[config.mk]
export PLATFORM = sky130hd
export DESIGN_NAME = dfe_queue
export DESIGN_NICKNAME = d
export VERILOG_FILES = /design/src/rtl/core/dfe_pkg.sv /design/src/rtl/core/dfe_queue.sv
export SDC_FILE = /design/constraint.sdc
export NUM_CORES = 1
export LEC_CHECK = 0
export ABC_CLOCK_PERIOD_IN_PS = 2750
export BUFFER_PORTS_ARGS = -buffer_cell sky130_fd_sc_hd__buf_2
export CAP_MARGIN = 20
export CORE_ASPECT_RATIO = 2
export CORE_UTILIZATION = 59
export CTS_BUF_LIST = sky130_fd_sc_hd__clkbuf_2
export DETAILED_ROUTE_END_ITERATION = 8
export PLACE_DENSITY = 0.82
export SYNTH_ARGS = -nofsm -noshare
export SYNTH_HDL_FRONTEND = slang
export SYNTH_SLANG_ARGS = --single-unit
[constraint.sdc]
create_clock -name clk -period 2.75 [get_ports clk]
set_clock_uncertainty 0.15 [all_clocks]
set_input_delay 0.1375 -clock clk [delete_from_list [all_inputs] [get_ports clk]]
set_output_delay 0.1375 -clock clk [all_outputs]
set_load 0.05 [all_outputs]
[src/rtl/core/dfe_pkg.sv]
// ----------------------------------------------------------------------------
// DMX512 frame engine package
// Shared types and constants for the slot engine front end, queue and back end.
// ----------------------------------------------------------------------------
package dfe_pkg;

	localparam int SLOT_IDX_W  = 10;
	localparam int BYTE_W      = 8;
	localparam int CFG_IDX_W   = 2;
	localparam int CFG_DATA_W  = 10;
	localparam int MIN_SLOTS   = 24;
	localparam int QUEUE_DEPTH = 4;

	typedef enum logic [1:0] {
		MODE_WRITE    = 2'd0,
		MODE_READ     = 2'd1,
		MODE_TX_READY = 2'd2,
		MODE_RX_CHAR  = 2'd3
	} mode_t;

	typedef enum logic [1:0] {
		PM_OFF = 2'd0,
		PM_TX  = 2'd1,
		PM_RX  = 2'd2
	} port_mode_t;

	typedef enum logic [1:0] {
		PH_BREAK = 2'd0,
		PH_START = 2'd1,
		PH_DATA  = 2'd2,
		PH_IDLE  = 2'd3
	} phase_t;

	typedef enum logic [CFG_IDX_W-1:0] {
		REG_PORT_MODE = 2'd0,
		REG_SLOTS     = 2'd1
	} cfg_reg_t;

	typedef enum logic [1:0] {
		MEM_NONE  = 2'd0,
		MEM_READ  = 2'd1,
		MEM_WRITE = 2'd2
	} mem_op_t;

	typedef struct packed {
		mem_op_t               op;
		logic [SLOT_IDX_W-1:0] addr;
		logic [BYTE_W-1:0]     wdata;
		logic                  rd_to_tx;
		logic                  tx_valid;
		logic                  tx_is_break;
		logic                  frame_done;
		logic [SLOT_IDX_W-1:0] frame_slots;
	} slot_op_t;

endpackage

[src/rtl/core/dfe_queue.sv]
// ----------------------------------------------------------------------------
// DMX512 frame engine operation queue
// Short first-in first-out buffer between the front end and the back end.
// ----------------------------------------------------------------------------
module dfe_queue (
	input  logic              clk,
	input  logic              arst_n,
	input  logic              push,
	input  dfe_pkg::slot_op_t push_entry,
	input  logic              pop,
	output dfe_pkg::slot_op_t head,
	output logic              head_valid,
	output logic              full
);

	localparam int PTR_W = $clog2(dfe_pkg::QUEUE_DEPTH);
	localparam int CNT_W = $clog2(dfe_pkg::QUEUE_DEPTH + 1);
	localparam logic [CNT_W-1:0] DEPTH_CNT = CNT_W'(dfe_pkg::QUEUE_DEPTH);
	localparam logic [PTR_W-1:0] LAST_PTR  = PTR_W'(dfe_pkg::QUEUE_DEPTH - 1);

	dfe_pkg::slot_op_t entry_q [dfe_pkg::QUEUE_DEPTH];
	logic [PTR_W-1:0]  wr_ptr_q, rd_ptr_q;
	logic [CNT_W-1:0]  count_q;

	assign head       = entry_q[rd_ptr_q];
	assign head_valid = (count_q != '0);
	assign full       = (count_q == DEPTH_CNT);

	always_ff @(posedge clk) begin
		if (push) begin
			entry_q[wr_ptr_q] <= push_entry;
		end
	end

	always_ff @(posedge clk or negedge arst_n) begin
		if (!arst_n) begin
			wr_ptr_q <= '0;
			rd_ptr_q <= '0;
			count_q  <= '0;
		end else begin
			if (push) begin
				wr_ptr_q <= (wr_ptr_q == LAST_PTR) ? '0 : wr_ptr_q + 1'b1;
			end
			if (pop) begin
				rd_ptr_q <= (rd_ptr_q == LAST_PTR) ? '0 : rd_ptr_q + 1'b1;
			end
			if (push && !pop) begin
				count_q <= count_q + 1'b1;
			end else if (pop && !push) begin
				count_q <= count_q - 1'b1;
			end
		end
	end

endmodule

Word-level counts from Yosys, hierarchy flattened
Memories as Yosys holds them, arrays and structs flattened. Cells that the tools add are included.

Multiplexer cells: 6. Reductions and logical operators: 6. Eq/ne operators: 3. Add/sub/neg operators: 4.

Operators with widths (number): 3-bit 2-to-1 mux (2); 2-bit by 1-bit adder with 2-bit output (second input constant) (2); 2-bit equality test (second input constant) (2); 2-bit 2-to-1 mux (2); 3-bit by 1-bit adder with 3-bit output (second input constant) (1); 3-bit equality test (second input constant) (1); 3-bit nonzero test (1); 3-bit by 1-bit subtractor with 3-bit output (second input constant) (1); 1-bit logical AND (2); 1-bit logical NOT (2); 1-bit 2-to-1 mux (2); 2-bit nonzero test (1).

Input port bits: 38. Logic and storage cells: 23. RAM bits: 136. Output and inout bits: 36. Register bits after elaboration: 7. Memories kept: 1.

Memory list: entry_q (words 4, width 34, rd ports 1, clocked after memory_dff 0, wr ports 1, RTL line dfe_queue.sv:21) `dfe_pkg::slot_op_t entry_q [dfe_pkg::QUEUE_DEPTH];`.

Depth between registers and ports, before layout
Word-level depth: 4. Depth in mapped cells: 7.

Worst setup path after synthesis
OpenSTA, ideal clock, no wires.

Path kind: register to register. From: register wr_ptr_q[0]. To: memory entry_q[0][0] (netlist name) (enable). Data arrival time: 1457 ps. Slack: 748 ps. Stages on the path, launching flop included: 4. Setup time: 394 ps. Cell sequence: dfrtp_1 > inv_1 > ha_1 > and2_1.

RTL lines: start, declared (RTL line dfe_queue.sv:22) `logic [PTR_W-1:0] wr_ptr_q, rd_ptr_q;`; start signal, assigned (RTL line dfe_queue.sv:42) `wr_ptr_q <= (wr_ptr_q == LAST_PTR) ? '0 : wr_ptr_q + 1'b1;`; end, declared (RTL line dfe_queue.sv:21).

Straight into the memory's write port.

==> flow_summary.ini <==
[outcome]
outcome = completed

[synth]
yosysSeqAreaShare_pct = 79.2
synth_top_area_share_pct = 76.0
synth_nets = 260
yosysTopAreaCell = edfxtp_1
synthTopCellsByArea = edfxtp_1, mux4_2, dfrtp_1
ys_ff_latch = 143
synth-main-ff-cell = edfxtp_1
synth_cell_types = 19
synth_area_um2 = 5380
async_reset_ff_share_pct = 4.90
synthMostInstantiatedCell = edfxtp_1
synth_warnings = 0
synth_common_cells = edfxtp_1, mux4_2, dfrtp_1
avgSynthCellArea_um2 = 25.0
synthCells = 215
synth_edf_count = 136

[global_route]
grt_pass1_wl_mm = 14.2
grt_max_degree = 38
gr-total-overflow = 0
grt_usage_pct = 21.2
grt_pass1_vias = 2777
grt_antenna_before_repair = 1

[placed_design]
place_inst = 390
dp_slack_ns = 0.823
placed_area_um2 = 5860
place_hpwl_mm = 5.66
numPortBuffers = 73
globalplace.congestion = 0.712

[setup_path]
r2r_end = entry_q[1][25]$_DFFE_PP_
critical_path_class = register to primary output
cp.arrival_ns = 2.32
r2r_slack_ns = 0.81
crit_path_end_kind = primary output
crit_required_ns = 2.46
reg2regPathDepth = 4
critPathMaxStageDelay_ns = 0.97
critPathCapture = head[8]
critPathLaunch = rd_ptr_q[1]$_DFFE_PN0P_
critPathSlowestCell = dfrtp_2
r2r_start = wr_ptr_q[1]$_DFFE_PN0P_
crit_fanout = 36
cp_cell_sequence = mux4_2 > buf_2
start_kind = register

[floorplanning]
rows = 49
top_level_ports = 74
die_h_um = 137
dieArea_um2 = 9520
core_area_um2 = 8890
initial_core_util_pct = 60.5
dieWidth_um = 69.5

[power]
power.switching_mw = 2.77
p_comb_share_pct = 39.4
swShare_pct = 39.1
power_density_nw_per_um2 = 1060
pwr-share-seq_pct = 42.6
leakage_nw = 2.42
clock_power_share_pct = 18.0
p_int_mw = 4.31
peakVddDrop_uv = 748
p_total_mw = 7.08

[cells_and_area]
area_growth_pct = 24.3
fin_cells = 478
final_area_um2 = 6680
fin_nets = 408
final_util_pct = 75.2
drive_gt1_share_pct = 38.9

[sta]
whs_ns = 0.0675
timing.slew.headroom_pct = 42.0
setup_tns_ns = 0
slew_violations = 0
fin_crit_sh_pct = 94.9
timing.final.crit_period_ns = 2.61
fmax_mhz = 383
worst_slack_ns = 0.140
tightest_slew_ns = 0.871
rsz0062_at_grt = false
hold_violations = 0
setup_viol = 0

[clock_network]
numCtsBuffers = 17
htree_num_levels = 4
cts_root_buf = clkbuf_2
clk-insertion-delay-late_ns = 0.66
ctsResizeCount = 0
cts.sinks = 143
clockBufferDepth = 2
clk_pin_slew_ns = 0.19
cts_tree = built

[detailed_routing]
via_per_inst = 5.56
drt_iter0_drc = 133
wl_mm = 9.42
drtPass1Iterations = 4
drc = 0
antenna_left = 0
vias = 2656
wl_per_cell_um = 19.7

[flow_run]
maxCapViolations = 0

[worst_hold_path]
hold_path_class = primary input to register
how the worst min path moves through the flow:
stage          cells after the start      startpoint                  endpoint  slack [ns]
2_1_floorplan                      0          arst_n    count_q[0]$_DFFE_PN0P_       -0.31
3_5_place_dp                       1          arst_n   wr_ptr_q[1]$_DFFE_PN0P_       -0.16
6_report                           2  push_entry[12]  entry_q[0][12]$_DFFE_PP_        0.07
5_1_grt                            2  push_entry[12]  entry_q[0][12]$_DFFE_PP_      0.0004
4_1_cts                            2  push_entry[10]  entry_q[1][10]$_DFFE_PP_       0.001
3_3_place_gp                       1          arst_n   wr_ptr_q[0]$_DFFE_PN0P_       -0.18
power groups by stage:
stage	sequential (mW)	combinational, mW	clock [mW]
4_1_cts	3.02	2.81	1.30
6_report	3.02	2.79	1.27
2_1_floorplan	2.93	2.36	0
3_3_place_gp	3.05	2.72	0
3_5_place_dp	3.07	2.76	0
5_1_grt	3.05	2.93	1.39
state kept, by name (all words and copies together) (netlist names):
| register | cells |
|---|---|
| entry_q | 136 |
| count_q | 3 |
| rd_ptr_q | 2 |
| wr_ptr_q | 2 |
area by class of cell:
| class | count | area (um^2) |
|---|---|---|
| flip-flops and latches | 143 | 4260 |
| diodes | 1 | 2.50 |
| fillers | 500 | 2210 |
| multi-input cells | 60 | 1020 |
| well taps | 102 | 128 |
| inverters | 4 | 15.0 |
| clock buffers | 18 | 90.1 |
| clock inverters | 13 | 171 |
| repair buffers | 137 | 998 |
worst max-delay path, delay by kind of cell, from the launching register on:
kind	cells	cell delay, ns
buf+inv	1	0.23
flops	1	0.97
mux	1	0.44
metal layers:
layer | up-vias | part of all wire, % | wire [um] | track usage (%)
met2 | 79 | 57 | 5390 | 37.9
met1 | 1358 | 37 | 3490 | 22.7
met4 | 0 | 1.8 | 172 | 10.3
met5 | - | 0 | 0 | 0
li1 | 1206 | - | - | -
met3 | 13 | 4.0 | 373 | 6.41
placed cells by master (no fill, tap or decap), types with 2 or more instances in the layout:
cell / instances
and2_2: 4
buf_2: 73
buf_4: 7
bufinv_16: 4
clkbuf_2: 18
clkinv_1: 3
clkinv_2: 3
clkinv_4: 2
dfrtp_1: 5
dfrtp_2: 2
dlygate4sd3_1: 56
edfxtp_1: 136
ha_1: 6
inv_1: 4
mux2_2: 3
mux4_1: 6
mux4_2: 28
nand2_1: 2
nor2_1: 3
o21ai_0: 2
xor2_1: 2
kinds of logic after synthesis:
| kind of cell | share of synthesized area [%] |
|---|---|
| AO/OA/AOI/OAI | 0.186 |
| flip-flops | 79.2 |
| AND/OR/NAND/NOR | 1.07 |
| adder cells (fa/ha/maj) | 1.77 |
| buffers and inverters | 1.98 |
| multiplexers | 15.3 |
| XOR/XNOR | 0.489 |
what timing repair did:
| item | CTS | global route |
|---|---|---|
| setup buffers | 0 | 0 |
| hold buffers | 43 | 13 |
| hold endpoints to repair | 159 | 38 |
Note: power is estimated with default switching activity, not from simulation.
