$ cat src/rtl/core/dfe_pkg.sv
// ----------------------------------------------------------------------------
// DMX512 frame engine package
// Shared types and constants for the slot engine front end, queue and back end.
// ----------------------------------------------------------------------------
package dfe_pkg;

	localparam int SLOT_IDX_W  = 10;
	localparam int BYTE_W      = 8;
	localparam int CFG_IDX_W   = 2;
	localparam int CFG_DATA_W  = 10;
	localparam int MIN_SLOTS   = 24;
	localparam int QUEUE_DEPTH = 4;

	typedef enum logic [1:0] {
		MODE_WRITE    = 2'd0,
		MODE_READ     = 2'd1,
		MODE_TX_READY = 2'd2,
		MODE_RX_CHAR  = 2'd3
	} mode_t;

	typedef enum logic [1:0] {
		PM_OFF = 2'd0,
		PM_TX  = 2'd1,
		PM_RX  = 2'd2
	} port_mode_t;

	typedef enum logic [1:0] {
		PH_BREAK = 2'd0,
		PH_START = 2'd1,
		PH_DATA  = 2'd2,
		PH_IDLE  = 2'd3
	} phase_t;

	typedef enum logic [CFG_IDX_W-1:0] {
		REG_PORT_MODE = 2'd0,
		REG_SLOTS     = 2'd1
	} cfg_reg_t;

	typedef enum logic [1:0] {
		MEM_NONE  = 2'd0,
		MEM_READ  = 2'd1,
		MEM_WRITE = 2'd2
	} mem_op_t;

	typedef struct packed {
		mem_op_t               op;
		logic [SLOT_IDX_W-1:0] addr;
		logic [BYTE_W-1:0]     wdata;
		logic                  rd_to_tx;
		logic                  tx_valid;
		logic                  tx_is_break;
		logic                  frame_done;
		logic [SLOT_IDX_W-1:0] frame_slots;
	} slot_op_t;

endpackage

$ cat src/rtl/core/dfe_front.sv
// ----------------------------------------------------------------------------
// DMX512 frame engine front end
// Holds configuration and frame sequencing state, turns each transaction into
// a slot store operation plus result fields.
// ----------------------------------------------------------------------------
module dfe_front #(
	parameter int MAX_SLOTS = 512
) (
	input  logic                             clk,
	input  logic                             arst_n,
	input  logic                             cfg_wr,
	input  logic [dfe_pkg::CFG_IDX_W-1:0]    cfg_index,
	input  logic [dfe_pkg::CFG_DATA_W-1:0]   cfg_data,
	input  logic                             take,
	input  logic [1:0]                       mode,
	input  logic [dfe_pkg::SLOT_IDX_W-1:0]   slot_index,
	input  logic [dfe_pkg::BYTE_W-1:0]       slot_value,
	input  logic [dfe_pkg::BYTE_W-1:0]       rx_byte,
	input  logic                             rx_frame_error,
	output dfe_pkg::slot_op_t                op_entry
);

	localparam int CNT_W = $clog2(MAX_SLOTS + 2);
	localparam logic [CNT_W-1:0] MAX_CNT = CNT_W'(MAX_SLOTS);
	localparam logic [dfe_pkg::CFG_DATA_W-1:0] MAX_CFG = dfe_pkg::CFG_DATA_W'(MAX_SLOTS);
	localparam logic [dfe_pkg::CFG_DATA_W-1:0] MIN_CFG = dfe_pkg::CFG_DATA_W'(dfe_pkg::MIN_SLOTS);
	localparam logic [dfe_pkg::SLOT_IDX_W-1:0] MAX_IDX = dfe_pkg::SLOT_IDX_W'(MAX_SLOTS);

	dfe_pkg::phase_t     phase_q, phase_d;
	dfe_pkg::port_mode_t pmode_q;
	logic [CNT_W-1:0]    cnt_q, cnt_d, cnt_inc, rx_cnt_next;
	logic [CNT_W-1:0]    spf_q;
	logic                cnt_le_max;
	logic                idx_ok;
	dfe_pkg::mode_t      mode_in;
	logic [dfe_pkg::CFG_DATA_W-1:0] spf_clamped;

	assign mode_in     = dfe_pkg::mode_t'(mode);
	assign cnt_inc     = cnt_q + 1'b1;
	assign cnt_le_max  = (cnt_q <= MAX_CNT);
	assign rx_cnt_next = cnt_le_max ? cnt_inc : cnt_q;
	assign idx_ok      = (slot_index <= MAX_IDX);

	always_comb begin
		if (cfg_data < MIN_CFG) begin
			spf_clamped = MIN_CFG;
		end else if (cfg_data > MAX_CFG) begin
			spf_clamped = MAX_CFG;
		end else begin
			spf_clamped = cfg_data;
		end
	end

	always_comb begin
		phase_d = phase_q;
		cnt_d   = cnt_q;
		if (take) begin
			case (mode_in)
				dfe_pkg::MODE_TX_READY: begin
					if (pmode_q == dfe_pkg::PM_TX) begin
						case (phase_q)
							dfe_pkg::PH_START: begin
								cnt_d   = CNT_W'(1);
								phase_d = dfe_pkg::PH_DATA;
							end
							dfe_pkg::PH_DATA: begin
								if (cnt_le_max) begin
									cnt_d = cnt_inc;
									if (cnt_inc > spf_q) begin
										phase_d = dfe_pkg::PH_BREAK;
									end
								end else begin
									phase_d = dfe_pkg::PH_START;
								end
							end
							default: begin
								phase_d = dfe_pkg::PH_START;
							end
						endcase
					end
				end
				dfe_pkg::MODE_RX_CHAR: begin
					if (pmode_q == dfe_pkg::PM_RX) begin
						if (rx_frame_error) begin
							phase_d = dfe_pkg::PH_BREAK;
							cnt_d   = '0;
						end else begin
							case (phase_q)
								dfe_pkg::PH_BREAK: begin
									if (rx_byte == '0) begin
										phase_d = dfe_pkg::PH_DATA;
										cnt_d   = CNT_W'(1);
									end else begin
										phase_d = dfe_pkg::PH_IDLE;
									end
								end
								dfe_pkg::PH_DATA: begin
									cnt_d = rx_cnt_next;
									if (rx_cnt_next > MAX_CNT) begin
										phase_d = dfe_pkg::PH_IDLE;
									end
								end
								default: begin
									phase_d = phase_q;
								end
							endcase
						end
					end
				end
				default: begin
					phase_d = phase_q;
				end
			endcase
		end
	end

	always_comb begin
		op_entry = '0;
		op_entry.op = dfe_pkg::MEM_NONE;
		case (mode_in)
			dfe_pkg::MODE_WRITE: begin
				if (idx_ok) begin
					op_entry.op    = dfe_pkg::MEM_WRITE;
					op_entry.addr  = slot_index;
					op_entry.wdata = slot_value;
				end
			end
			dfe_pkg::MODE_READ: begin
				if (idx_ok) begin
					op_entry.op   = dfe_pkg::MEM_READ;
					op_entry.addr = slot_index;
				end
			end
			dfe_pkg::MODE_TX_READY: begin
				if (pmode_q == dfe_pkg::PM_TX) begin
					op_entry.tx_valid = 1'b1;
					if (phase_q == dfe_pkg::PH_START) begin
						op_entry.op       = dfe_pkg::MEM_READ;
						op_entry.rd_to_tx = 1'b1;
					end else if (phase_q == dfe_pkg::PH_DATA && cnt_le_max) begin
						op_entry.op       = dfe_pkg::MEM_READ;
						op_entry.addr     = dfe_pkg::SLOT_IDX_W'(cnt_q);
						op_entry.rd_to_tx = 1'b1;
					end else begin
						op_entry.tx_is_break = 1'b1;
					end
				end
			end
			dfe_pkg::MODE_RX_CHAR: begin
				if (pmode_q == dfe_pkg::PM_RX) begin
					if (rx_frame_error) begin
						if (cnt_q != '0) begin
							op_entry.frame_done  = 1'b1;
							op_entry.frame_slots = dfe_pkg::SLOT_IDX_W'(cnt_q);
						end
					end else if (phase_q == dfe_pkg::PH_DATA && cnt_le_max) begin
						op_entry.op    = dfe_pkg::MEM_WRITE;
						op_entry.addr  = dfe_pkg::SLOT_IDX_W'(cnt_q);
						op_entry.wdata = rx_byte;
					end
				end
			end
			default: begin
				op_entry.op = dfe_pkg::MEM_NONE;
			end
		endcase
	end

	always_ff @(posedge clk or negedge arst_n) begin
		if (!arst_n) begin
			phase_q <= dfe_pkg::PH_IDLE;
			cnt_q   <= '0;
			pmode_q <= dfe_pkg::PM_OFF;
			spf_q   <= MAX_CNT;
		end else if (cfg_wr) begin
			case (dfe_pkg::cfg_reg_t'(cfg_index))
				dfe_pkg::REG_PORT_MODE: begin
					cnt_q <= '0;
					if (cfg_data[1:0] == dfe_pkg::PM_TX) begin
						pmode_q <= dfe_pkg::PM_TX;
						phase_q <= dfe_pkg::PH_BREAK;
					end else if (cfg_data[1:0] == dfe_pkg::PM_RX) begin
						pmode_q <= dfe_pkg::PM_RX;
						phase_q <= dfe_pkg::PH_IDLE;
					end else begin
						pmode_q <= dfe_pkg::PM_OFF;
						phase_q <= dfe_pkg::PH_IDLE;
					end
				end
				dfe_pkg::REG_SLOTS: begin
					spf_q <= CNT_W'(spf_clamped);
				end
				default: begin
					spf_q <= spf_q;
				end
			endcase
		end else begin
			phase_q <= phase_d;
			cnt_q   <= cnt_d;
		end
	end

endmodule

$ cat config.mk
export PLATFORM = sky130hd
export DESIGN_NAME = dfe_front
export DESIGN_NICKNAME = d
export VERILOG_FILES = /design/src/rtl/core/dfe_pkg.sv /design/src/rtl/core/dfe_front.sv
export SDC_FILE = /design/constraint.sdc
export NUM_CORES = 1
export LEC_CHECK = 0
export ABC_CLOCK_PERIOD_IN_PS = 5100
export BUFFER_PORTS_ARGS = -buffer_cell sky130_fd_sc_hd__buf_2
export CAP_MARGIN = 10
export CORE_ASPECT_RATIO = 0.8
export CORE_MARGIN = 8
export CORE_UTILIZATION = 40
export DETAILED_ROUTE_END_ITERATION = 10
export PLACE_DENSITY = 0.66
export SLEW_MARGIN = 10
export SYNTH_ARGS = -nofsm -noshare
export SYNTH_HDL_FRONTEND = slang
export SYNTH_SLANG_ARGS = --single-unit
$ cat constraint.sdc
create_clock -name clk -period 5.1 [get_ports clk]
set_input_delay 0.51 -clock clk [delete_from_list [all_inputs] [get_ports clk]]
set_output_delay 0.51 -clock clk [all_outputs]
set_load 0.005 [all_outputs]
**Yosys cells after proc, flatten, opt, wreduce, memory -nomap -nowiden**

Index checks and enable logic that the tools add are counted.

- Flip-flop bits (word level): 24
- Input port bits: 45
- Output and inout bits: 34
- Word-level logic and storage cells: 91

- $add $sub $neg: 1
- Order comparisons: 6
- Eq/ne operators: 18
- Muxes and demuxes: 50
- Reduce and logical (&&, ||, !) cells: 12

Operator list:

| kind | count |
|---|---|
| $mux W10 | 11 |
| $mux W20 | 4 |
| $mux W11 | 6 |
| $pmux W10 S2 | 3 |
| $pmux W12 S4 | 1 |
| $mux W2 | 12 |
| $gt A10 B10 Y1 const B | 2 |
| $le A10 B10 Y1 const B | 2 |
| $pmux W8 S2 | 1 |
| $reduce_and A8 Y1 | 2 |
| $ne A5 B5 Y1 const B | 3 |
| $mux W12 | 1 |
| $pmux W2 S2 | 3 |
| $add A10 B1 Y10 const B | 1 |
| $eq A2 B1 Y1 const B | 5 |
| $eq A2 B2 Y1 const B | 5 |
| $gt A10 B10 Y1 | 1 |
| $lt A10 B5 Y1 const B | 1 |
| $reduce_bool A10 Y1 | 1 |
| $logic_not A8 Y1 | 1 |
| $logic_not A2 Y1 | 3 |
| $mux W1 | 6 |
| $mux W3 | 2 |
| $ne A3 B3 Y1 const B | 2 |
| other kinds (7) | 8 |

**Longest topological paths before layout**

Gate-level depths: netlist of the first run.

- Depth in word-level cells: 10
- Mapped depth: 12
- Gate-level depth less buffers: 12

**Least setup slack after synthesis of the first run**

No wires, ideal clock.

- Path type: reg2reg
- From: register cnt_q[0]
- To: register phase_q[1]
- Setup time: 0.081 ns
- Arrival time: 2.636 ns
- Data required time: 5.019 ns
- Setup slack: 2.383 ns
- Cell stages (with the launch flop): 13
- Path buffers: 0
- Period minus slack after synthesis: 2.717 ns
- Cells stage by stage: dfrtp_1 > ha_1 > nand3_1 > nor2_1 > xnor2_1 > inv_1 > ha_1 > nand3_1 > or2_2 > a21oi_1 > and4b_1 > or3_1 > o211ai_1

- Cells in the longest elaborated chain, start to end: 7
- Elaborated cells between the ends (all ways): 14
- Classes of those cells: add/sub (1); order compare (3); eq/ne (2); mux (7); reduce/logical (1)

Ends and longest elaborated chain:

| what | line | source |
|---|---|---|
| from (decl) | dfe_front.sv:31 | `logic [CNT_W-1:0] cnt_q, cnt_d, cnt_inc, rx_cnt_next;` |
| from (signal assigned) | dfe_front.sv:199 | `cnt_q <= cnt_d;` |
| parallel branches: the longest is 7 deep, another holds $add A10 B1 Y10 | n/a |  |
| to (signal assigned) | dfe_front.sv:171 | `phase_q <= dfe_pkg::PH_IDLE;` |
| to (signal assigned) | dfe_front.sv:181 | `phase_q <= dfe_pkg::PH_BREAK;` |
| to (signal assigned) | dfe_front.sv:184 | `phase_q <= dfe_pkg::PH_IDLE;` |
| to (decl) | dfe_front.sv:29 | `dfe_pkg::phase_t phase_q, phase_d;` |

Parallel ways; which one is timed is not known. The select of a mux whose other input is x is not followed.
A chain may end at the register's enable or synchronous reset.

==> metrics.cfg, run 1 <==
[global_route]
grt_use_total_pct = 16.3
grt_max_degree = 25
antenna_found_initial = 0
grt_pass1_vias = 2404
grt.overflow.total = 0
grt_pass1_wl_mm = 11.7

[timing]
worstMarginPinSlew_ns = 0.701
clock_skew_ns = 0.00135
hold_ws_ns = 0.232
maxSlewHeadroom_pct = 52.9
hold_viol_final = 0
tns_ns = 0
rsz0062_at_grt = false
fin_crit_ns = 3.55
finalSetupViolCount = 0
max_clock_freq_ghz = 0.282
min_period_over_period_pct = 69.6
slew_violations = 0

[floorplanning]
initial_core_util_pct = 40.6
fp.dieH_microns = 84.6
core-area_sq_mm = 0.00579
rows = 25
dieArea_sq_mm = 0.00861
die_x_microns = 102
pin_count = 79

[critical_path]
arrival_ns = 3.04
cp_data_required_time_ns = 4.59
worstPathMaxFanout = 12
cp_slowest_cell = or4_4
worstSetupEndpointType = output pin
cp_slowest_stage_delay_ns = 0.61
reg2reg_depth = 10
r2r-start = cnt_q[3]$_DFFE_PN0P_
timing.reg2reg.setup_slack_ns = 1.90
crit_chain = or4_4 -> o31ai_4 -> nand2_1 -> nor3_2 -> a22oi_1 -> nor2_1 -> buf_2
cp_num_buf_inv = 1
reg2reg_to = phase_q[1]$_DFFE_PN1P_
critPathLaunchType = flip-flop
cp_top_family = simple AND/OR/NAND/NOR gates
worstSetupPathType = flip-flop to output pin

[logic_synthesis]
ys_seq_elements = 24
netlist-cell-type-count = 60
seq_area_frac_synth_pct = 25.7
synth_edf_count = 0
synth_top_family_by_area = simple AND/OR/NAND/NOR gates
synth_compound_area_share_pct = 26.3
synth_adder_area_share_pct = 8.51
synth_xor_area_share_pct = 3.35
yosys.area.top_type = dfrtp_1
synth_top_area_share_pct = 22.3
synthArstFlopShare_pct = 100
syn_avg_cell_area_sq_um = 7.97
yosys_most_used_dff = dfrtp_1
muxShareOfSynthArea_pct = 0.957
synth.most_common_cell = inv_1
syn_nets = 356
postSynthCellCount = 295
yosys_warnings = 0
synth-simple-area-share_pct = 27.2
synthTopCellsByArea = dfrtp_1, ha_1, inv_1
synthTopCellsByCount = inv_1, nand2_1, nor2_1
synthesis.area_sq_mm = 0.00235

[place]
post_dp_cell_area_sq_mm = 0.00275
place.port_buffers = 78
gp_congestion = 0.883
post-dp-hpwl_mm = 5.78

[cells_and_area]
fin_area_sq_mm = 0.00280
fin_util_pct = 48.5
syn_to_final_growth_pct = 19.2
fillers = 585
multiInputGateArea_sq_mm = 0.00156
drive_gt1_share_pct = 27.8
final-seq-area_sq_um = 604
n_antenna_cell = 0
finalNetCount = 425

[clocking]
cts-root-buf = clkbuf_8
cts_tree = done
clk_pin_slew_ns = 0.09
post_cts_buffers = 0
post_cts_resize_count = 0
clk-insertion-delay-late_ns = 0.27
clock_path_buffers = 2
cts_buffers = 3
cts_sinks = 24
hold_buffers = 0
cts.htree.levels = 1

[routing]
dr.pass1.iters = 4
drt-vias-per-instance = 5.49
drc = 0
drtIter0Drc = 126
route.vias.total = 2436
routed_wl_mm = 7.15
antenna_left = 0
route.detailed.wl_per_inst_microns = 16.1

[min_path]
holdCritPathClass = input port to async pin

[power]
leakage_nw = 1.39
power_density_mw_per_mm2 = 208
ir_drop_mv = 0.121

[outcome]
status = finished, final reports clean

[job]
maxCapViolCount = 0

final cells by class:
| class | count | area share [%] |
|---|---|---|
| clock buffer | 4 | 1.96 |
| inverter | 25 | 3.35 |
| multi-input combinational | 232 | 55.6 |
| sequential | 24 | 21.6 |
| tap | 81 | 3.61 |
| timing repair buffer | 78 | 13.9 |
layout by cell type, fill, tap and decap left out, types with 3 or more instances in the layout:
master     instances
xnor2_1            4
nand4_1            3
nor2_1            23
and2_1             7
dfrtp_1           21
a21oi_1           18
o211ai_1           3
inv_1             25
nand2_1           24
o31ai_1            4
o2bb2ai_1          4
dfstp_2            3
a22oi_1            8
clkbuf_8           4
nand3_1            8
nor2b_1            5
o21ai_0           15
nand3b_1           3
ha_1              16
nor4_1            11
a22o_1             8
xor2_1             5
o41ai_1            3
a21o_1             3
buf_2             78
nor3_1             7
nand2b_1          11
worst max path at each step:
stage	start	end	slack (ns)	cells past startpoint
final	cnt_q[7]$_DFFE_PN0P_	op_entry[19]	1.55	7
after global routing	cnt_q[7]$_DFFE_PN0P_	op_entry[19]	1.38	7
after CTS	cnt_q[7]$_DFFE_PN0P_	op_entry[14]	1.59	7
after detailed placement	cnt_q[7]$_DFFE_PN0P_	op_entry[19]	1.91	7
after global placement	cnt_q[5]$_DFFE_PN0P_	op_entry[17]	1.94	7
after floorplan	cnt_q[0]$_DFFE_PN0P_	phase_q[1]$_DFFE_PN1P_	2.38	12
report_power, final:
group	internal [mW]	switching, mW	total, mW
sequential	0.216	0.0267	0.243
combinational	0.0873	0.118	0.205
clock	0.0690	0.0655	0.135
flip-flops by register name, summed over array words and instances, names as in the netlist:
signal   flops
pmode_q      2
phase_q      2
cnt_q       10
spf_q       10
worst reg2reg max path, stage by stage, from the launching register on:
cell and delay, ns:
dfrtp_1 0.57, nand4_1 0.29, nor3_1 0.50, xnor2_1 0.14
ha_1 0.31, nand3_1 0.10, or2_2 0.33, a21oi_1 0.11
and4b_1 0.23, or3_1 0.37, o211ai_1 0.17
through the flow:
step	std cells	setup slack, ns	power (mW)
2_1_floorplan	295	2.38	0.378
3_3_place_gp	440	1.94	0.446
3_5_place_dp	440	1.91	0.451
4_1_cts	444	1.59	0.586
5_1_grt	444	1.38	0.625
6_report	444	1.55	0.583
per-layer routing:
layer	vias to the layer above	wire length [microns]	track usage, %
met5	-	0	0
met4	0	53	3.91
met3	6	301	2.64
met2	68	3440	26.0
met1	1147	3360	22.2
li1	1215	-	-
logic make-up after synthesis:
logic type	count (synthesis)
and+or+nand+nor	119
adders and majority gates	16
buffers and inverters	39
AOI/OAI and AO/OA	86
DFF	24
muxes	2
xor gates and xnor gates	9
No activity file was read; power rests on OpenSTA's default activity.
==> run 2: changes to the inputs <==
--- a/config.mk
+++ b/config.mk
@@ -5,7 +5,7 @@
 export SDC_FILE = /design/constraint.sdc
 export NUM_CORES = 1
 export LEC_CHECK = 0
-export ABC_CLOCK_PERIOD_IN_PS = 5100
+export ABC_CLOCK_PERIOD_IN_PS = 3700
 export BUFFER_PORTS_ARGS = -buffer_cell sky130_fd_sc_hd__buf_2
 export CAP_MARGIN = 10
 export CORE_ASPECT_RATIO = 0.8
==> constraint.sdc (replaced) <==
create_clock -name clk -period 3.7 [get_ports clk]
set_input_delay 0.37 -clock clk [delete_from_list [all_inputs] [get_ports clk]]
set_output_delay 0.37 -clock clk [all_outputs]
set_load 0.005 [all_outputs]
==> metrics.cfg, run 2 (synthesized netlist as in run 1, its figures left out) <==
[outcome]
status = finished, final reports clean  ; unchanged

[critical_path]
setup.worst_path.end = op_entry[17]  ; was op_entry[19]
r2r-start = cnt_q[0]$_DFFE_PN0P_  ; was cnt_q[3]$_DFFE_PN0P_
cp_slowest_cell = or4_4  ; unchanged
critPathLaunchType = flip-flop  ; unchanged
reg2reg_depth = 12  ; was 10
timing.reg2reg.setup_slack_ns = 0.56  ; was 1.90 ns
worstSetupEndpointType = output pin  ; unchanged
reg2reg_to = phase_q[0]$_DFFE_PN1P_  ; was phase_q[1]$_DFFE_PN1P_
cp_data_required_time_ns = 3.33  ; was 4.59 ns
arrival_ns = 2.77  ; was 3.04 ns
worstPathMaxFanout = 12  ; unchanged
cp-startpoint = cnt_q[7]$_DFFE_PN0P_  ; unchanged
crit_chain = or4_4 -> o31ai_4 -> nand2_1 -> nor3_2 -> a22oi_1 -> nor2_1 -> buf_2  ; unchanged
worstSetupPathType = flip-flop to output pin  ; unchanged
cp_slowest_stage_delay_ns = 0.61  ; about the same

[floorplanning]
rows = 25  ; unchanged
fp.dieH_microns = 84.6  ; unchanged
initial_core_util_pct = 40.6  ; unchanged
die_x_microns = 102  ; unchanged
core-area_sq_mm = 0.00579  ; unchanged
dieArea_sq_mm = 0.00861  ; unchanged
pin_count = 79  ; unchanged

[timing]
max_clock_freq_ghz = 0.318
finalSetupViolCount = 0  ; unchanged
clock_skew_ns = 0.0153  ; was 0.00135 ns
maxSlewHeadroom_pct = 55.1  ; was 52.9%
worstMarginPinSlew_ns = 0.672  ; was 0.701 ns
min_period_over_period_pct = 84.9
hold_viol_final = 0  ; unchanged
hold_ws_ns = 0.0640  ; was 0.232 ns
fin_crit_ns = 3.14
rsz0062_at_grt = false  ; unchanged
slew_violations = 0  ; unchanged
tns_ns = 0  ; unchanged

[place]
post_dp_cell_area_sq_mm = 0.00278  ; was 0.00275 sq mm
gp_congestion = 0.944  ; was 0.883
placed_cells = 444  ; was 440
post-dp-hpwl_mm = 5.81  ; was 5.78 mm
place.port_buffers = 78  ; unchanged

[routing]
route.vias.total = 2476  ; was 2436
route.detailed.wl_per_inst_microns = 16.0  ; was 16.1 microns
drtIter0Drc = 171  ; was 126
drc = 0  ; unchanged
antenna_left = 0  ; unchanged
drt-vias-per-instance = 5.53  ; was 5.49
dr.pass1.iters = 5  ; was 4
routed_wl_mm = 7.16  ; was 7.15 mm

[clocking]
cts-root-buf = clkbuf_8  ; unchanged
clk_pin_slew_ns = 0.10  ; was 0.09 ns
cts_tree = done  ; unchanged
cts_buffers = 3  ; unchanged
cts.htree.levels = 1  ; unchanged
clock_path_buffers = 2  ; unchanged
cts_sinks = 24  ; unchanged
clk-insertion-delay-late_ns = 0.28  ; was 0.27 ns
hold_buffers = 0  ; unchanged
post_cts_buffers = 0  ; unchanged
post_cts_resize_count = 0  ; unchanged

[cells_and_area]
final_cell_mix = buf_2, inv_1, nand2_1  ; unchanged
finalNetCount = 429  ; was 425
layout_commonest_cell = buf_2  ; unchanged
fin_area_sq_mm = 0.00285  ; was 0.00280 sq mm
n_antenna_cell = 0  ; unchanged
drive_gt1_share_pct = 28.6  ; was 27.8%
syn_to_final_growth_pct = 21.2  ; was 19.2%
fin_util_pct = 49.3  ; was 48.5%
top_regs = cnt_q (10), spf_q (10)  ; unchanged
instances_no_fill = 448  ; was 444

[power]
leakage_nw = 1.41  ; was 1.39 nW
ir_drop_mv = 0.155  ; was 0.121 mV
power_density_mw_per_mm2 = 300  ; was 208 mW/mm^2

[global_route]
grt_use_total_pct = 16.6  ; was 16.3%
grt.overflow.total = 0  ; unchanged
antenna_found_initial = 0  ; unchanged
grt_pass1_vias = 2419  ; was 2404
grt_max_degree = 25  ; unchanged
grt_pass1_wl_mm = 11.8  ; was 11.7 mm

[job]
maxCapViolCount = 0  ; unchanged

[min_path]
holdCritPathClass = input port to async pin  ; unchanged

==> run 2: cell count changes in the layout (fill, tap and decap cells not counted) <==
cell	delta
clkbuf_8	-1
buf_4	+4
bufinv_16	+1
==> run 2: routing by layer <==
metal,track usage [%],vias up,wire [microns]
li1,-,1229,-
met1,22.4,1169,3250
met2,26.6,72,3480
met3,2.89,6,365
met4,3.78,0,70
met5,0,-,0
==> run 2: power by group <==
group          internal, mW  switching, mW  total (mW)
Clock                 0.145         0.0894       0.234
Sequential            0.298         0.0362       0.334
Combinational         0.122          0.164       0.286
Total                 0.565          0.289       0.855
==> run 2: worst min path at each step <==
stage                                      end  slack (ns)  depth (start not counted)
after CTS                 spf_q[1]$_DFFE_PN0P_        0.09                          1
final                     spf_q[1]$_DFFE_PN0P_        0.06                          1
after floorplan           cnt_q[0]$_DFFE_PN0P_        0.07                          0
after global placement    spf_q[2]$_DFFE_PN0P_        0.39                          1
after global routing      spf_q[1]$_DFFE_PN0P_        0.11                          1
after detailed placement  spf_q[1]$_DFFE_PN0P_        0.40                          1
==> run 2: final cells by class <==
type                       instances  area (sq um)
multi-input combinational        232          1560
clock buffer                       3          41.3
fill                             583          2940
clock inverter                     1          30.0
tap                               81           101
timing repair buffer              82           420
sequential                        24           604
inverter                          25          93.8
==> run 2: critical path, delay by kind of cell (launching register included) <==
family	cells	cell delay, ns
buffers and inverters	1	0.13
AO/OA/AOI/OAI	2	0.44
flip-flops	1	0.53
AND/OR/NAND/NOR	4	1.41
==> run 2: metrics by stage <==
step	total power [mW]	setup slack [ns]
after floorplan	0.521	0.983
after global placement	0.617	0.729
after detailed placement	0.622	0.650
after CTS	0.859	0.567
after global routing	0.912	0.316
final	0.855	0.560
==> run 3: changes to the inputs <==
--- a/config.mk
+++ b/config.mk
@@ -5,7 +5,7 @@
 export SDC_FILE = /design/constraint.sdc
 export NUM_CORES = 1
 export LEC_CHECK = 0
-export ABC_CLOCK_PERIOD_IN_PS = 3700
+export ABC_CLOCK_PERIOD_IN_PS = 3270
 export BUFFER_PORTS_ARGS = -buffer_cell sky130_fd_sc_hd__buf_2
 export CAP_MARGIN = 10
 export CORE_ASPECT_RATIO = 0.8
==> constraint.sdc (replaced) <==
create_clock -name clk -period 3.27 [get_ports clk]
set_input_delay 0.327 -clock clk [delete_from_list [all_inputs] [get_ports clk]]
set_output_delay 0.327 -clock clk [all_outputs]
set_load 0.005 [all_outputs]
==> metrics.cfg, run 3 (synthesized netlist as in run 1, its figures left out) <==
[critical_path]
worstSetupPathType = flip-flop to output pin  ; unchanged
arrival_ns = 2.70  ; was 2.77 ns
cp_slowest_stage_delay_ns = 0.57  ; was 0.61 ns
cp_slowest_cell = or4_4  ; unchanged
crit_chain = or4_4 -> o31a_2 -> nor2_1 -> and3_2 -> a22o_1 -> buf_2  ; was or4_4 -> o31ai_4 -> nand2_1 -> nor3_2 -> a22oi_1 -> nor2_1 -> buf_2
worstSetupEndpointType = output pin  ; unchanged
cp_top_family = simple AND/OR/NAND/NOR gates  ; unchanged
worstPathMaxFanout = 10  ; was 12
cp_num_buf_inv = 1  ; unchanged
cp-startpoint = cnt_q[8]$_DFFE_PN0P_  ; was cnt_q[7]$_DFFE_PN0P_
r2r-start = cnt_q[5]$_DFFE_PN0P_  ; was cnt_q[0]$_DFFE_PN0P_
critPathLaunchType = flip-flop  ; unchanged
cp_data_required_time_ns = 2.94  ; was 3.33 ns

[routing]
dr.pass1.iters = 4  ; was 5
drt-vias-per-instance = 5.58  ; was 5.53
antenna_left = 0  ; unchanged
route.vias.total = 2530  ; was 2476
routed_wl_mm = 7.28  ; was 7.16 mm
drc = 0  ; unchanged
route.detailed.wl_per_inst_microns = 16.1  ; was 16.0 microns
drtIter0Drc = 186  ; was 171

[global_route]
grt_use_total_pct = 17.0  ; was 16.6%
grt_pass1_vias = 2386  ; was 2419
grt_max_degree = 25  ; unchanged
grt.overflow.total = 0  ; unchanged
grt_pass1_wl_mm = 12.0  ; was 11.8 mm
antenna_found_initial = 0  ; unchanged

[power]
p_sw_share_pct = 36.5  ; was 33.8%
power_density_mw_per_mm2 = 313  ; was 300 mW/mm^2
power.switching_mw = 0.327  ; was 0.289 mW
ir_drop_mv = 0.151  ; was 0.155 mV
clkPwrFrac_pct = 21.3  ; was 27.4%
p_comb_share_pct = 37.7  ; was 33.5%
leakage_nw = 1.43  ; was 1.41 nW
seq_power_share_pct = 41.1  ; was 39.1%
intPower_mw = 0.569  ; was 0.565 mW
p_total_mw = 0.896  ; was 0.855 mW

[clocking]
cts-root-buf = clkbuf_8  ; unchanged
hold_buffers = 0  ; unchanged
clock_path_buffers = 2  ; unchanged
cts_tree = done  ; unchanged
post_cts_buffers = 0  ; unchanged
cts_sinks = 24  ; unchanged
cts_buffers = 3  ; unchanged
clk_pin_slew_ns = 0.09  ; was 0.10 ns
cts.htree.levels = 1  ; unchanged
post_cts_resize_count = 0  ; unchanged
clk-insertion-delay-late_ns = 0.27  ; was 0.28 ns

[floorplanning]
pin_count = 79  ; unchanged
initial_core_util_pct = 40.6  ; unchanged
dieArea_sq_mm = 0.00861  ; unchanged
die_x_microns = 102  ; unchanged
fp.dieH_microns = 84.6  ; unchanged
core-area_sq_mm = 0.00579  ; unchanged
rows = 25  ; unchanged

[place]
place.port_buffers = 78  ; unchanged
post-dp-hpwl_mm = 5.89  ; was 5.81 mm
gp_congestion = 0.921  ; was 0.944
post-place-ws_ns = 0.327  ; was 0.650 ns

[timing]
tns_ns = 0  ; unchanged
clock_skew_ns = 0.00615  ; was 0.0153 ns
fin_crit_ns = 3.03
setup_ws_ns = 0.244  ; was 0.560 ns
max_clock_freq_ghz = 0.330
worstMarginPinSlew_ns = 0.700  ; was 0.672 ns
finalSetupViolCount = 0  ; unchanged
rsz0062_at_grt = false  ; unchanged
min_period_over_period_pct = 92.5
hold_viol_final = 0  ; unchanged
slew_violations = 0  ; unchanged
maxSlewHeadroom_pct = 53.3  ; was 55.1%

[cells_and_area]
finalNetCount = 434  ; was 429
n_antenna_cell = 0  ; unchanged
syn_to_final_growth_pct = 21.7  ; was 21.2%
top_regs = cnt_q (10), spf_q (10)  ; unchanged
fillers = 618  ; was 583
layout_commonest_cell = buf_2  ; unchanged
drive_gt1_share_pct = 29.6  ; was 28.6%
final_cell_mix = buf_2, inv_1, nand2_1  ; unchanged

[min_path]
holdCritPathClass = input port to async pin  ; unchanged

[outcome]
status = finished, final reports clean  ; unchanged

[job]
maxCapViolCount = 0  ; unchanged

==> run 3: cell types whose count changed in the layout (fill, tap and decap cells not counted) <==
| cell | change |
|---|---|
| bufinv_16 | -1 |
| buf_4 | +5 |
| clkbuf_1 | +1 |
| and3_1 | -1 |
| and3_2 | +1 |
==> run 3: path summary, 6_finish.rpt <==
| kind | to | slack (ns) | cells after the start |
|---|---|---|---|
| hold / removal | cnt_q[0]$_DFFE_PN0P_ | 0.04 | 1 |
| setup / recovery | op_entry[27] | 0.24 | 6 |
| hold reg to reg | spf_q[1]$_DFFE_PN0P_ | 0.49 | 2 |
| setup reg to reg | phase_q[0]$_DFFE_PN1P_ | 0.25 | 10 |
| min in group clk | spf_q[2]$_DFFE_PN0P_ | 0.31 | 3 |
| max in group asynchronous | phase_q[1]$_DFFE_PN1P_ | 2.85 | 1 |
==> run 3: power groups by stage <==
stage	sequential, mW	combinational, mW	clock (mW)
floorplan	0.370	0.219	0
global placement	0.373	0.328	0
detailed placement	0.374	0.335	0
CTS	0.368	0.336	0.193
global route	0.372	0.383	0.206
finish	0.368	0.338	0.190
==> run 3: metal layers <==
layer  track usage (%)  wire (microns)  vias to the layer above
li1                  -               -                     1236
met1              23.7            3430                     1217
met2              26.0            3380                       70
met3              3.22             406                        7
met4              3.78              65                        0
met5                 0               0                        -
==> run 3: final cells by class <==
class                           instances  area, sq um  share of cell area (%)
Clock buffer                            4         45.0                    1.57
Inverter                               25         93.8                    3.28
Multi-Input combinational cell        232         1560                    54.5
Sequential cell                        24          604                    21.1
Tap cell                               81          101                    3.54
Timing Repair Buffer                   87          458                    16.0
==> run 3: worst register-to-register path, stage by stage (launching register included) <==
cell and delay [ns]:
dfrtp_1 0.48, nand4_1 0.30, nor3_1 0.44, xnor2_1 0.13, ha_1 0.31, nand3_1 0.09, or2_2 0.32, a21oi_1 0.11
and4b_1 0.22, or2_2 0.30, o31ai_1 0.23
==> run 3: metrics by stage <==
stage	cell area [sq um]	std cells	hold WS (ns)	utilization [%]
finish	2860	453	0.0379	49.5
floorplan	2350	295	0.0314	-
global placement	2820	449	0.352	48.7
CTS	2860	453	0.0590	49.4
detailed placement	2820	449	0.359	48.7
global route	2860	453	0.0843	49.5
